$ cat config.mk
export PLATFORM = sky130hd
export DESIGN_NAME = scalar_kalman_filter_top
export DESIGN_NICKNAME = d
export VERILOG_FILES = /design/src/rtl/skf_pkg.sv /design/src/rtl/scalar_kalman_filter_top.sv /design/src/rtl/skf_regs.sv /design/src/rtl/skf_divider.sv /design/src/rtl/skf_mult.sv
export SDC_FILE = /design/constraint.sdc
export NUM_CORES = 2
export LEC_CHECK = 0
export BUFFER_PORTS_ARGS = -buffer_cell sky130_fd_sc_hd__buf_2
export CELL_PAD_IN_SITES_DETAIL_PLACEMENT = 0
export CELL_PAD_IN_SITES_GLOBAL_PLACEMENT = 2
export CORE_ASPECT_RATIO = 0.5
export CORE_MARGIN = 5
export CORE_UTILIZATION = 41
export CTS_CLUSTER_SIZE = 24
export DETAILED_ROUTE_END_ITERATION = 7
export PLACE_DENSITY = 0.81
export SETUP_SLACK_MARGIN = 0.4
export SYNTH_ARGS = -nofsm -noshare
export SYNTH_HDL_FRONTEND = slang
export SYNTH_HIERARCHICAL = 1
export SYNTH_SLANG_ARGS = --single-unit
$ cat constraint.sdc
create_clock -name clk -period 9.56 [get_ports clk]
set_clock_uncertainty 0.15 [all_clocks]
set_input_delay 0.478 -clock clk [delete_from_list [all_inputs] [get_ports clk]]
set_output_delay 0.478 -clock clk [all_outputs]
set_load 0.01 [all_outputs]
$ cat src/rtl/skf_pkg.sv
// Shared types and constants for the scalar Kalman filter.
package skf_pkg;

  localparam int FRAC_BITS_DEF = 16;
  localparam int ADDR_W        = 4;

  typedef enum logic [1:0] {
    REG_INIT_EST  = 2'd0,
    REG_INIT_COV  = 2'd1,
    REG_PROC_NS   = 2'd2,
    REG_MEAS_NS   = 2'd3
  } reg_idx_t;

  typedef enum logic {
    ACT_RESTART = 1'b0,
    ACT_FILTER  = 1'b1
  } action_t;

  typedef struct packed {
    logic               action;
    logic signed [31:0] measurement;
  } in_t;

  typedef struct packed {
    logic signed [31:0] estimate;
    logic        [31:0] covariance;
  } out_t;

  typedef struct packed {
    logic signed [31:0] init_estimate;
    logic        [31:0] init_covariance;
    logic        [31:0] process_noise;
    logic        [31:0] measurement_noise;
  } cfg_t;

endpackage

$ cat src/rtl/scalar_kalman_filter_top.sv
// Top level of the scalar Kalman filter: sequencer, state and channels.
//
//  channel  direction  handshake               payload
//  in_      input      in_valid / in_ready     in_t  {action, measurement}
//  out_     output     out_valid / out_ready   out_t {estimate, covariance}
//  cfg_     input      psel/penable/pwrite     32-bit registers at 4*i
//
// A restart transaction gives its result in the next cycle.
// A filter transaction predicts, then runs the bit-serial divider for the gain,
// then both bit-serial multipliers side by side, then writes back.
// Reset clears estimate and covariance to zero and loads register defaults.
// A result waiting on out_ready holds the next writeback; one transaction at a time.
module scalar_kalman_filter_top import skf_pkg::*; #(
  parameter int FRAC_BITS = FRAC_BITS_DEF
) (
  input  logic              clk,
  input  logic              rst_n,
  input  logic              in_valid,
  output logic              in_ready,
  input  in_t               in_data,
  output logic              out_valid,
  input  logic              out_ready,
  output out_t              out_data,
  input  logic              psel,
  input  logic              penable,
  input  logic              pwrite,
  input  logic [ADDR_W-1:0] paddr,
  input  logic [31:0]       pwdata,
  output logic [31:0]       prdata,
  output logic              pready
);

  localparam int BW = FRAC_BITS + 1;
  localparam logic [BW-1:0] ONE = BW'(1) << FRAC_BITS;

  typedef enum logic [2:0] {
    S_IDLE, S_PRED, S_DIVS, S_DIV, S_MULS, S_MUL, S_WB
  } state_t;

  state_t             state_r;
  cfg_t               cfg;
  logic signed [31:0] x_r;
  logic [31:0]        p_r;
  logic signed [31:0] z_r;
  logic [31:0]        pp_r;
  logic [32:0]        den_r;
  logic signed [32:0] e_r;
  logic [BW-1:0]      gain_r;
  logic               out_valid_r;
  out_t               out_r;

  logic               in_acc;
  logic               wb_fire;
  logic [32:0]        pp_sum;
  logic [31:0]        pp_nxt;
  logic               div_busy;
  logic [BW-1:0]      div_q;
  logic               mul_start;
  logic               mul_e_busy;
  logic               mul_p_busy;
  logic [31:0]        corr;
  logic [31:0]        p_nxt;
  logic signed [31:0] x_nxt;

  skf_regs u_regs (
    .clk, .rst_n, .psel, .penable, .pwrite, .paddr, .pwdata, .prdata, .pready, .cfg
  );

  skf_divider #(.FRAC_BITS(FRAC_BITS)) u_div (
    .clk, .rst_n,
    .start (state_r == S_DIVS),
    .num   (pp_r),
    .den   (den_r),
    .busy  (div_busy),
    .quot  (div_q)
  );

  assign mul_start = (state_r == S_MULS);

  skf_mult #(.FRAC_BITS(FRAC_BITS)) u_mul_e (
    .clk, .rst_n,
    .start (mul_start),
    .a     ({{2{e_r[32]}}, e_r}),
    .b     (gain_r),
    .busy  (mul_e_busy),
    .prod  (corr)
  );

  skf_mult #(.FRAC_BITS(FRAC_BITS)) u_mul_p (
    .clk, .rst_n,
    .start (mul_start),
    .a     ({3'b000, pp_r}),
    .b     (ONE - gain_r),
    .busy  (mul_p_busy),
    .prod  (p_nxt)
  );

  assign in_ready = (state_r == S_IDLE) && (!out_valid_r || out_ready);
  assign in_acc   = in_valid && in_ready;
  assign wb_fire  = ((state_r == S_IDLE) && in_acc &&
                     (action_t'(in_data.action) == ACT_RESTART)) ||
                    ((state_r == S_WB) && (!out_valid_r || out_ready));
  assign pp_sum   = {1'b0, p_r} + {1'b0, cfg.process_noise};
  assign pp_nxt   = pp_sum[32] ? 32'hFFFF_FFFF : pp_sum[31:0];
  assign x_nxt    = x_r + $signed(corr);

  always_ff @(posedge clk) begin
    if (!rst_n) begin
      state_r     <= S_IDLE;
      out_valid_r <= 1'b0;
      x_r         <= 32'sd0;
      p_r         <= 32'd0;
    end else begin
      if (out_valid_r && out_ready && !wb_fire) begin
        out_valid_r <= 1'b0;
      end
      unique case (state_r)
        S_IDLE: begin
          if (in_acc) begin
            if (action_t'(in_data.action) == ACT_RESTART) begin
              x_r              <= cfg.init_estimate;
              p_r              <= cfg.init_covariance;
              out_r.estimate   <= cfg.init_estimate;
              out_r.covariance <= cfg.init_covariance;
              out_valid_r      <= 1'b1;
            end else begin
              z_r     <= in_data.measurement;
              state_r <= S_PRED;
            end
          end
        end
        S_PRED: begin
          pp_r    <= pp_nxt;
          den_r   <= {1'b0, pp_nxt} + {1'b0, cfg.measurement_noise};
          e_r     <= {z_r[31], z_r} - {x_r[31], x_r};
          state_r <= S_DIVS;
        end
        S_DIVS: state_r <= S_DIV;
        S_DIV: begin
          if (!div_busy) begin
            gain_r  <= div_q;
            state_r <= S_MULS;
          end
        end
        S_MULS: state_r <= S_MUL;
        S_MUL: begin
          if (!mul_e_busy && !mul_p_busy) begin
            state_r <= S_WB;
          end
        end
        S_WB: begin
          // hold until the output register is free
          if (!out_valid_r || out_ready) begin
            x_r              <= x_nxt;
            p_r              <= p_nxt;
            out_r.estimate   <= x_nxt;
            out_r.covariance <= p_nxt;
            out_valid_r      <= 1'b1;
            state_r          <= S_IDLE;
          end
        end
        default: state_r <= S_IDLE;
      endcase
    end
  end

  assign out_valid = out_valid_r;
  assign out_data  = out_r;

`ifndef NO_ASSERTIONS
  a_idle_units_quiet: assert property (@(posedge clk) disable iff (!rst_n)
    (state_r == S_IDLE) |-> (!div_busy && !mul_e_busy && !mul_p_busy))
    else $error("arithmetic unit busy while sequencer idle");

  a_gain_range: assert property (@(posedge clk) disable iff (!rst_n)
    (state_r == S_DIV && !div_busy) |-> (div_q <= ONE))
    else $error("gain above 1.0");

  a_filter_blocks_input: assert property (@(posedge clk) disable iff (!rst_n)
    (in_acc && in_data.action) |=> !in_ready)
    else $error("input taken while a filter step is in progress");

  a_cov_shrinks: assert property (@(posedge clk) disable iff (!rst_n)
    (state_r == S_WB) |-> (p_nxt <= pp_r))
    else $error("posterior covariance above predicted covariance");
`endif

endmodule

$ cat src/rtl/skf_regs.sv
// APB register bank holding the filter configuration.
module skf_regs import skf_pkg::*; (
  input  logic              clk,
  input  logic              rst_n,
  input  logic              psel,
  input  logic              penable,
  input  logic              pwrite,
  input  logic [ADDR_W-1:0] paddr,
  input  logic [31:0]       pwdata,
  output logic [31:0]       prdata,
  output logic              pready,
  output cfg_t              cfg
);

  cfg_t     cfg_r;
  reg_idx_t idx;

  assign idx    = reg_idx_t'(paddr[3:2]);
  assign pready = 1'b1;
  assign cfg    = cfg_r;

  always_ff @(posedge clk) begin
    if (!rst_n) begin
      cfg_r.init_estimate     <= 32'sd0;
      cfg_r.init_covariance   <= 32'd65536;
      cfg_r.process_noise     <= 32'd655;
      cfg_r.measurement_noise <= 32'd65536;
    end else if (psel && penable && pwrite) begin
      unique case (idx)
        REG_INIT_EST: cfg_r.init_estimate     <= pwdata;
        REG_INIT_COV: cfg_r.init_covariance   <= pwdata;
        REG_PROC_NS:  cfg_r.process_noise     <= pwdata;
        REG_MEAS_NS:  cfg_r.measurement_noise <= pwdata;
      endcase
    end
  end

  always_comb begin
    unique case (idx)
      REG_INIT_EST: prdata = cfg_r.init_estimate;
      REG_INIT_COV: prdata = cfg_r.init_covariance;
      REG_PROC_NS:  prdata = cfg_r.process_noise;
      REG_MEAS_NS:  prdata = cfg_r.measurement_noise;
    endcase
  end

endmodule

$ cat src/rtl/skf_divider.sv
// Restoring divider: gain = floor(num * 2^F / den), one quotient bit per cycle.
module skf_divider import skf_pkg::*; #(
  parameter int FRAC_BITS = FRAC_BITS_DEF
) (
  input  logic                 clk,
  input  logic                 rst_n,
  input  logic                 start,
  input  logic [31:0]          num,
  input  logic [32:0]          den,
  output logic                 busy,
  output logic [FRAC_BITS:0]   quot
);

  localparam int QW = FRAC_BITS + 1;
  localparam int CW = $clog2(QW + 1);

  logic [33:0]   rem_r;
  logic [32:0]   den_r;
  logic [QW-1:0] q_r;
  logic [CW-1:0] cnt_r;
  logic          busy_r;
  logic          first_r;
  logic          zero_r;
  logic [33:0]   trial;
  logic          ge;

  // first step compares num itself, since the quotient can reach 1.0
  assign trial = first_r ? rem_r : {rem_r[32:0], 1'b0};
  assign ge    = trial >= {1'b0, den_r};

  always_ff @(posedge clk) begin
    if (!rst_n) begin
      busy_r <= 1'b0;
    end else if (start) begin
      busy_r <= 1'b1;
    end else if (busy_r && cnt_r == CW'(1)) begin
      busy_r <= 1'b0;
    end
  end

  always_ff @(posedge clk) begin
    if (start) begin
      rem_r   <= {2'b00, num};
      den_r   <= den;
      q_r     <= '0;
      cnt_r   <= CW'(QW);
      first_r <= 1'b1;
      zero_r  <= (den == 33'd0);
    end else if (busy_r) begin
      rem_r   <= ge ? trial - {1'b0, den_r} : trial;
      q_r     <= {q_r[QW-2:0], ge};
      cnt_r   <= cnt_r - CW'(1);
      first_r <= 1'b0;
    end
  end

  assign busy = busy_r;
  assign quot = zero_r ? '0 : q_r;

endmodule

$ cat src/rtl/skf_mult.sv
// Shift-add multiplier: signed a times unsigned b, one bit of b per cycle,
// returning the low 32 bits of floor(a * b / 2^F).
module skf_mult import skf_pkg::*; #(
  parameter int FRAC_BITS = FRAC_BITS_DEF
) (
  input  logic               clk,
  input  logic               rst_n,
  input  logic               start,
  input  logic signed [34:0] a,
  input  logic [FRAC_BITS:0] b,
  output logic               busy,
  output logic [31:0]        prod
);

  localparam int BW = FRAC_BITS + 1;
  localparam int CW = $clog2(BW + 1);

  logic signed [34:0] a_r;
  logic signed [34:0] hi_r;
  logic [BW-1:0]      lo_r;
  logic [BW-1:0]      b_r;
  logic [CW-1:0]      cnt_r;
  logic               busy_r;
  logic signed [34:0] sum;

  assign sum = hi_r + (b_r[0] ? a_r : 35'sd0);

  always_ff @(posedge clk) begin
    if (!rst_n) begin
      busy_r <= 1'b0;
    end else if (start) begin
      busy_r <= 1'b1;
    end else if (busy_r && cnt_r == CW'(1)) begin
      busy_r <= 1'b0;
    end
  end

  always_ff @(posedge clk) begin
    if (start) begin
      a_r   <= a;
      hi_r  <= '0;
      lo_r  <= '0;
      b_r   <= b;
      cnt_r <= CW'(BW);
    end else if (busy_r) begin
      // shift the partial product right, low bits fall into lo_r
      hi_r  <= sum >>> 1;
      lo_r  <= {sum[0], lo_r[BW-1:1]};
      b_r   <= b_r >> 1;
      cnt_r <= cnt_r - CW'(1);
    end
  end

  assign busy = busy_r;
  assign prod = {hi_r[30:0], lo_r[BW-1]};

endmodule
==> results.py <==
metrics = {
    "placed_design": {
        "gp_congestion": 0.871,
        "io_buffers": 171,
        "dpl_worst_slack_ns": 3.16,
        "dpl.hpwl_um": 80100,
        "placed_cells": 5174,
    },
    "global_routing": {
        "grt_overflow_total": 0,
        "grt_pass1_wl_um": 164000,
        "grt_usage_pct": 20.2,
        "first_global_vias": 28100,
        "antenna_found_initial": 0,
        "grt_max_degree": 73,
    },
    "synthesis": {
        "synth_area_leaders": "edfxtp_1, dfxtp_1, ha_1",
        "ys_warn_count": 6,
        "ys_top_cells_by_count": "nand2_1, edfxtp_1, dfxtp_1",
        "synth_cells": 3925,
        "yosysTopAreaCell": "edfxtp_1",
        "avgSynthCellArea_um2": 10.1,
        "synth-seq-cells": 685,
        "async_flop_share_pct": 0,
        "synth.most_common_cell": "nand2_1",
        "synth-seq-area-share_pct": 44.4,
        "synth_ff_type": "edfxtp_1",
        "synth_edf_count": 381,
        "syn_area_mm2": 0.0395,
        "ys_types": 115,
        "synth_top_area_share_pct": 29.0,
    },
    "power_and_ir_drop": {
        "p_int_w": 0.00725,
        "switching_share_pct": 37.1,
        "power.leakage_nw": 17.7,
        "power_density_mw_per_mm2": 264,
        "comb_power_share_pct": 40.1,
        "p_sw_w": 0.00427,
        "pwr-share-seq_pct": 36.2,
        "ir_drop_v": 0.000161,
        "clkPwrFrac_pct": 23.7,
    },
    "worst_setup_path": {
        "crit_type": "flip-flop to flip-flop",
        "required_ns": 9.80,
        "cp-start-kind": "flip-flop",
        "end_kind": "flip-flop",
        "path_max_fanout": 33,
        "cp.arrival_ns": 6.64,
    },
    "floorplanning": {
        "dieArea_mm2": 0.103,
        "num_rows": 80,
        "die_h_um": 229,
        "core_area_mm2": 0.0954,
        "io_pins": 175,
        "fp.dieW_um": 449,
        "start_util_pct": 41.4,
    },
    "timing": {
        "whs_ns": 0.0420,
        "tns_ns": 0,
        "setup_viol": 0,
        "rsz0062_at_grt": "false",
        "slew_violations": 0,
        "worst_slew_pin_slew_ns": 1.03,
        "timing.fmax_ghz": 0.156,
        "slew_headroom_pct": 31.6,
        "period_needed_ns": 6.40,
        "post-route-period-util_pct": 67.0,
        "finalHoldViolations": 0,
        "fin_ws_ns": 3.16,
    },
    "cts": {
        "cts.htree.levels": 3,
        "clock_latency_ns": 0.66,
        "cts_buffers": 68,
        "cts_setup_buffers": 0,
        "root_buffer": "clkbuf_16",
        "cts_tree": "done",
        "cts_buffer_depth": 3,
        "cts.clk_slew.worst_paths_ns": 0.07,
        "clock-sinks": 685,
    },
    "detailed_routing": {
        "drt_iter0_drc": 1958,
        "wirelength_um": 106000,
        "remaining_drc_errors": 0,
        "drtAntennaViolNets": 0,
        "via_per_inst": 5.33,
        "first_pass_iters": 5,
        "via_count": 28500,
        "wl_per_cell_um": 19.9,
    },
    "outcome": {
        "status": "finished, final reports clean",
    },
    "final_layout": {
        "nets": 4338,
        "nFillCells": 9012,
        "drive_gt1_share_pct": 11.7,
        "final-instance-count-excl-fill": 5347,
        "antenna-diode-count": 0,
        "synthToLayoutAreaGrowth_pct": 10.5,
    },
    "hold_path": {
        "holdCritPathClass": "input pin to flip-flop",
    },
    "job": {
        "drv_cap": 0,
    },
}
## metal layers
layer	global-route usage [%]	vias up	part of all wire [%]
li1	-	14300	-
met1	29.4	13600	50
met2	31.4	522	44
met3	3.19	114	4.2
met4	5.17	0	2.3
met5	0	-	0
## power groups by stage
| stage | Clock, W | Combinational [W] | Sequential, W |
|---|---|---|---|
| floorplan | 0 | 0.00375 | 0.00408 |
| global placement | 0 | 0.00453 | 0.00422 |
| detailed placement | 0 | 0.00457 | 0.00423 |
| CTS | 0.00281 | 0.00462 | 0.00417 |
| global route | 0.00292 | 0.00513 | 0.00423 |
| finish | 0.00273 | 0.00463 | 0.00417 |
## layout by cell type (no fill, tap or decap), types with 10 or more instances in the layout
cell type,count
dlygate4sd3_1,47
a211oi_1,35
nor3_1,51
ha_1,235
o21ai_1,22
nand2b_1,48
o211ai_1,30
o31ai_1,11
clkbuf_16,73
a31oi_1,38
buf_2,170
nor2_1,213
nor4_1,17
dfxtp_1,303
nand4_1,21
o21ai_0,151
or3_1,14
xnor2_1,115
mux2_2,77
xor2_1,87
buf_4,33
inv_1,143
o21a_1,33
mux4_1,16
clkbuf_1,27
and3_1,40
mux4_2,16
nand3_1,63
nor2b_1,64
edfxtp_1,381
nand2_1,587
mux2_4,10
a21oi_1,268
o21bai_1,24
mux2i_1,189
and2_1,79
a21o_1,89
## final cells by class
class / count / area, um^2 / area share (%)
Clock inverter: 21 / 214 / 0.490
Timing Repair Buffer: 251 / 1580 / 3.62
Sequential cell: 685 / 17500 / 40.2
Multi-Input combinational cell: 2870 / 20200 / 46.2
Inverter: 144 / 541 / 1.24
Clock buffer: 105 / 2000 / 4.58
Tap cell: 1271 / 1590 / 3.65
## state kept, by name (all words and copies together) (netlist names), 33 cells and up
signal / count
u_regs/cfg: 128
out_data: 64
u_mul_e/a_r: 35
u_mul_p/a_r: 35
u_div/rem_r: 34
u_mul_e/hi_r: 34
u_mul_p/hi_r: 34
den_r: 33
e_r: 33
u_div/den_r: 33
## critical path: stages (launching register included)
cell,delay (ns)
dfxtp_1,0.34
ha_1,0.27
fa_1,0.44
a21oi_1,0.29
o21ai_1,0.19
a22oi_1,0.32
a211oi_1,0.24
nand2_1,0.11
nand3_1,0.14
o31ai_1,0.36
o21a_2,0.60
nand2b_1,0.16
ha_1,0.23
inv_1,0.07
fa_1,0.20
nor2b_1,0.07
o31a_1,0.27
o311a_1,0.33
o21bai_1,0.29
a21oi_1,0.16
or2_1,0.28
and3_1,0.17
a2111oi_0,0.35
nor2_1,0.08
## through the flow
stage               power, W  area, um^2  util, %
floorplan            0.00782       39500        -
global placement     0.00875       40900     42.9
detailed placement   0.00880       40900     42.9
CTS                   0.0116       43600     45.7
global route          0.0123       43600     45.7
finish                0.0115       43600     45.7
## kinds of logic after synthesis
kind of cell / synth area share (%)
multiplexers: 9.38
buffers and inverters: 4.65
other: 0.0190
AO/OA/AOI/OAI: 14.2
AND/OR/NAND/NOR: 15.1
XOR/XNOR: 4.48
adder cells (fa/ha/maj): 7.80
flip-flops: 44.4
## timing repair
action | in CTS | in global routing
hold buffers | 47 | 0
gates resized for setup | 0 | 0
hold endpoints to repair | 77 | 0
## worst paths after layout
| path | slack [ns] | startpoint | depth (start not counted) | endpoint |
|---|---|---|---|---|
| setup / recovery | 3.16 | u_regs/cfg[32] | 23 | den_r[26] |
| hold reg to reg | 0.27 | e_r[15] | 0 | u_mul_e/a_r[15] |
| setup reg to reg | 3.16 | u_regs/cfg[32] | 23 | den_r[26] |
| hold / removal | 0.04 | pwdata[23] | 3 | u_regs/cfg[55] |
Power figures use the tool's default switching activity.
